$ cat src/rtl/asc_pkg.sv
// Package for the accelerometer step counter: types, widths, filter coefficients.
// Used by all modules but asc_checker; depends on nothing.
package asc_pkg;
  localparam int HpBits  = 34;
  localparam int DotBits = 38;
  localparam int LpBits  = 56;
  localparam int QBits   = 16;
  localparam int CfgBits = 39;
  localparam int DetBits = 40;
  localparam int UserBits = 18;

  localparam logic signed [31:0] HpA1 = -32'sd2052132225;
  localparam logic signed [31:0] HpA2 = 32'sd982447822;
  localparam logic signed [31:0] HpB0 = 32'sd1027080468;
  localparam logic signed [31:0] HpB1 = -32'sd2054160936;
  localparam logic signed [31:0] LpA1 = -32'sd1676130396;
  localparam logic signed [31:0] LpA2 = 32'sd688645970;
  localparam logic signed [31:0] LpB0 = 32'sd21564350;
  localparam logic signed [31:0] LpB1 = 32'sd43128699;

  localparam logic [0:0] RegStepRange = 1'b0;
  localparam logic [0:0] RegSlope     = 1'b1;

  // Coefficient rounded from Q2.30 to the chosen fraction width, half away from zero.
  function automatic logic signed [31:0] coef_round(logic signed [31:0] c30, int frac);
    logic signed [32:0] mag;
    int sh;
    sh = 30 - frac;
    if (sh <= 0) begin
      return c30;
    end
    mag = (c30 < 0) ? -33'(c30) : 33'(c30);
    mag = (mag + (33'sd1 <<< (sh - 1))) >>> sh;
    return (c30 < 0) ? -32'(mag) : 32'(mag);
  endfunction

  typedef struct packed {
    logic signed [UserBits-1:0] user_x;
    logic signed [UserBits-1:0] user_y;
    logic signed [UserBits-1:0] user_z;
    logic signed [DotBits-1:0]  dot;
  } front_item_t;
endpackage

$ cat src/rtl/asc_queue.sv
// Two-entry queue between the front and back parts. Uses asc_pkg.
module asc_queue import asc_pkg::*; (
  input  logic clk,
  input  logic rst,
  input  logic in_valid,
  output logic in_ready,
  input  front_item_t in_item,
  output logic out_valid,
  input  logic out_ready,
  output front_item_t out_item
);
  front_item_t slots [2];
  logic wr_ptr, rd_ptr;
  logic [1:0] count;

  assign in_ready  = (count != 2'd2);
  assign out_valid = (count != 2'd0);
  assign out_item  = slots[rd_ptr];

  always_ff @(posedge clk) begin
    if (in_valid && in_ready) slots[wr_ptr] <= in_item;
    if (rst) begin
      wr_ptr <= 1'b0; rd_ptr <= 1'b0; count <= '0;
    end else begin
      if (in_valid && in_ready) wr_ptr <= ~wr_ptr;
      if (out_valid && out_ready) rd_ptr <= ~rd_ptr;
      count <= count + 2'((in_valid && in_ready) ? 1 : 0)
                     - 2'((out_valid && out_ready) ? 1 : 0);
    end
  end
endmodule

$ cat config.mk
export PLATFORM = sky130hd
export DESIGN_NAME = asc_queue
export DESIGN_NICKNAME = d
export VERILOG_FILES = /design/src/rtl/asc_pkg.sv /design/src/rtl/asc_queue.sv
export SDC_FILE = /design/constraint.sdc
export NUM_CORES = 1
export LEC_CHECK = 0
export ABC_AREA = 0
export BUFFER_PORTS_ARGS = -buffer_cell sky130_fd_sc_hd__buf_4
export CAP_MARGIN = 5
export CORE_MARGIN = 5
export CORE_UTILIZATION = 50
export DETAILED_ROUTE_END_ITERATION = 10
export PLACE_DENSITY_LB_ADDON = 0.05
export SYNTH_ARGS = -nofsm -noshare
export SYNTH_HDL_FRONTEND = slang
export SYNTH_SLANG_ARGS = --single-unit
$ cat constraint.sdc
create_clock -name clk -period 6.51 [get_ports clk]
set_input_delay 0.651 -clock clk [delete_from_list [all_inputs] [get_ports clk]]
set_output_delay 0.651 -clock clk [all_outputs]
set_load 0.02 [all_outputs]
# After elaboration in Yosys (flattened, before gate mapping)
# Memory sizes are Yosys's and may differ from the RTL's. A register that Yosys moved wholly into a read port is not among the register bits.
# Cells that the tools add are included.
[totals] ff_bits=4 mem_bits_rw=184 output_inout_bits=94 wordCells=18 memories=1
[classes] n_addsub=2 eq_ne=1 mux=6 bitwise_logic=2 n_reduce_logical=3
[mem_list] memory="slots" depth=2 word_bits=92 read_ports=1 rd_ports_with_merged_regs=1 wr=1 line="asc_queue.sv:12" rtl="front_item_t slots [2];"
[ops] operator="two-way mux 1 bit" n=6
[ops] operator="adder 2 x 1 -> 2 bit" n=1
[ops] operator="logical AND 1 bit" n=2
[ops] operator="!= test 2 bit, second input constant" n=1
[ops] operator="inverter 1 bit" n=2
[ops] operator="nonzero test 2 bit" n=1
[ops] operator="subtractor 2 x 1 -> 2 bit" n=1

# Logic depth before layout (Yosys ltp)
[logic_depth] depth_word=5 mapped_depth=8 depth_no_buf=8

# Worst setup path after synthesis
# No wires, ideal clock.
[synth_path] path_type="input to register" from="input port in_valid" to="memory slots[0][0] in the netlist's numbering, enable pin" setup_time_ns=0.543 arrival_ns=4.569 required_ns=5.967 setup_slack_ns=1.398 cell_stages=2 cell_sequence="nand2_1 -> nor2_1"
[synth_between] elab_chain_cells=3
[synth_lines] element="start: declaration" line="asc_queue.sv:5" rtl="input logic in_valid,"
[synth_lines] element="logical AND 1 bit" line="asc_queue.sv:21" rtl="if (in_valid && in_ready) slots[wr_ptr] <= in_item;"
[synth_lines] element="two-way mux 1 bit" line="asc_queue.sv:21"
[synth_lines] element="two-way mux 1 bit (implied by the code)" line="asc_queue.sv:21"
[synth_lines] element="end: declaration" line="asc_queue.sv:12"
# No other way between the ends.

==> out/qor.yml <==
outcome: "complete, no violations"
power-per-cell-area_nw_per_um2: 399
synth_top_family_by_area: "multiplexers"
clkSinkCount: 189
p_switching_mw: 1.03
num_rows: 44
r2r_end: "slots[0][62]"
cp_max_fo: 55
r2r_cells: 4
synth_area_um2: 7270
rrSetupSlack_ps: 4260
start_util_pct: 50.6
synth_fa_ha_area_share_pct: 0.344
hold_depth: 1
worst_hold_slack_ps: 416
post_drt_wl_per_cell_um: 18.1
fin_tns_setup_ps: 0
nFillCells: 1034
cp.arrival_ps: 2710
worstSetupPathType: "reg2out"
p_leak_nw: 3.65
required_ps: 5860
ir_drop_mv: 0.211
avgViaCountPerCell: 4.89
grt_start_max_net_pins: 56
clock_path_buffers: 2
seqCellArea_um2: 5630
core_area_um2: 14400
syn_inst: 310
io_buffers: 189
fmax_mhz: 298
postCtsResizedCells: 0
wirelength_um: 12800
grt_usage_pct: 15.3
multi_input_area_um2: 1480
synth_area_leaders: "edfxtp_1 (76%), mux2_4 (17%), buf_12 (2.2%), mux2_2 (2.0%), dfxtp_1 (1.4%)"
post_cts.repair.setup_buffers: 0
gp_congestion: 0.715
worst_pin_slew_ps: 1020
maxSlewViolCount: 0
drt_iter0_drc: 162
remaining_drc_errors: 0
utilization_pct: 65.3
r2r-start: "count[0]"
synth.avg_cell_area_um2: 23.4
final_cell_count_no_fill: 706
synth_compound_area_share_pct: 0.103
worstSetupStartpointType: "register"
layout-drive-gt1-share_pct: 60.9
dp.cells: 677
p_int_mw: 2.72
grt_pass1_vias: 3588
synth_largest_area_cell: "edfxtp_1"
path_clk_slew_ps: 60
setup_viol: 0
ant_nets: 0
vias: 3450
synth-seq-area-share_pct: 77.4
grt_antenna_before_repair: 0
p_seq_share_pct: 43.4
maxSlewHeadroom_pct: 31.8
io_pins: 190
num_antenna_cells: 0
synth-xor-area-share_pct: 0.362
cts_tree: "done"
hold_viol_final: 0
hold_path_end: "slots[0][72]"
finalClockSkew_ps: 6.29
timing.final.crit_share_pct: 51.6
dp_hpwl_um: 8590
post-route-min-period_ps: 3360
synth_top_cell_area_share_pct: 76.0
cts_buffers: 17
dr.pass1.iters: 4
crit_path_end_kind: "output port"
nets: 610
synth_mux_area_share_pct: 18.5
hp-start: "in_item[72]"
ys_types: 18
dieArea_um2: 17000
comb_power_share_pct: 28.7
synth-simple-area-share_pct: 0.775
postCtsHoldBufs: 0
clkPwrFrac_pct: 27.9
swShare_pct: 27.5
cts_root_buf: "clkbuf_16"
overflow: 0
cap_violations: 0
htreeDepth: 4
hold_class: "in2reg"
die_w_um: 131
syn_nets: 408
clk-insertion-delay-late_ps: 420
grt_first_pass_wirelength_um: 19100
area_growth_pct: 29.1
rsz0062_at_grt: "false"
die_h_um: 131
synth_warnings: 0
yosys_register_bits: 189
## state kept, by name, summed over array words and instances (netlist names), named ones only
signal and count:
wr_ptr 1, rd_ptr 1, slots 184, count 2
## through the flow
step / instance area [µm²] / worst slack (ps) / power [mW]
after floorplan: 7270 / 1400 / 2.41
after global placement: 8790 / 3500 / 2.74
after detailed placement: 8790 / 3500 / 2.75
after CTS: 9390 / 3040 / 3.80
after global routing: 9390 / 3000 / 3.92
final: 9390 / 3150 / 3.75
## worst max-delay path, stage by stage, from the launching register on
cell and delay [ps]:
dfxtp_4 980, buf_4 720, mux2_2 410, buf_4 160
## routing by layer
layer  vias up  routed length, µm  global-route usage, %
li1       1621                  -                      -
met1      1693               4790                   17.6
met2       125               6520                   25.2
met3        11               1280                   6.83
met4         0                167                   6.41
met5         -                  0                      0
## worst max path at each step
stage	end	slack, ps	cells after the start
floorplan	slots[0][0]	1400	2
global placement	out_item[1]	3500	3
detailed placement	out_item[1]	3500	3
CTS	out_item[1]	3040	3
global route	out_item[91]	3000	3
finish	out_item[91]	3150	3
## power by group through the flow
| stage | Clock [mW] | Sequential, mW | Combinational [mW] |
|---|---|---|---|
| floorplan | 0 | 1.60 | 0.801 |
| global placement | 0 | 1.65 | 1.09 |
| detailed placement | 0 | 1.66 | 1.09 |
| CTS | 1.07 | 1.63 | 1.10 |
| global route | 1.13 | 1.65 | 1.14 |
| finish | 1.04 | 1.63 | 1.08 |
## Yosys cell counts
library cell and instances:
nor2b_1 2, xor2_1 1, nand2_1 1, buf_12 8
nor2_1 5, nand2b_2 1, o21a_1 1, buf_6 1
dfxtp_1 5, ha_1 2, xnor2_1 2, inv_1 1
and3_1 1, or2_2 1, buf_2 1, mux2_2 13
edfxtp_1 184, mux2_4 80
## kinds of logic after synthesis
group,count (synthesis)
buffers and inverters,11
and+or+nand+nor,11
adders and majority gates,2
xor gates and xnor gates,3
AOI/OAI and AO/OA,1
DFF,189
muxes,93
## layout make-up
| class | count | area share [%] |
|---|---|---|
| clock buffer | 17 | 4.53 |
| inverter | 1 | 0.0400 |
| clock inverter | 12 | 1.85 |
| sequential | 189 | 60.0 |
| multi-input combinational | 110 | 15.7 |
| timing repair buffer | 193 | 15.4 |
| tap | 184 | 2.45 |
## layout by cell type, fill, tap and decap left out
cell,netlist,layout
and3_4,0,1
xnor2_1,2,2
mux2_4,80,80
dfxtp_1,5,4
nor2b_1,2,2
mux2_2,13,13
inv_1,1,1
clkinv_1,0,2
o21a_1,1,1
nor2_1,5,4
dfxtp_4,0,1
nand2b_2,1,1
clkinv_4,0,1
or2_2,1,1
clkbuf_16,0,17
bufinv_16,0,4
nor2_4,0,1
clkinvlp_4,0,5
buf_4,0,193
edfxtp_1,184,184
ha_1,2,2
xor2_1,1,1
nand2_1,1,1
Note: power is estimated with default switching activity, not from simulation.
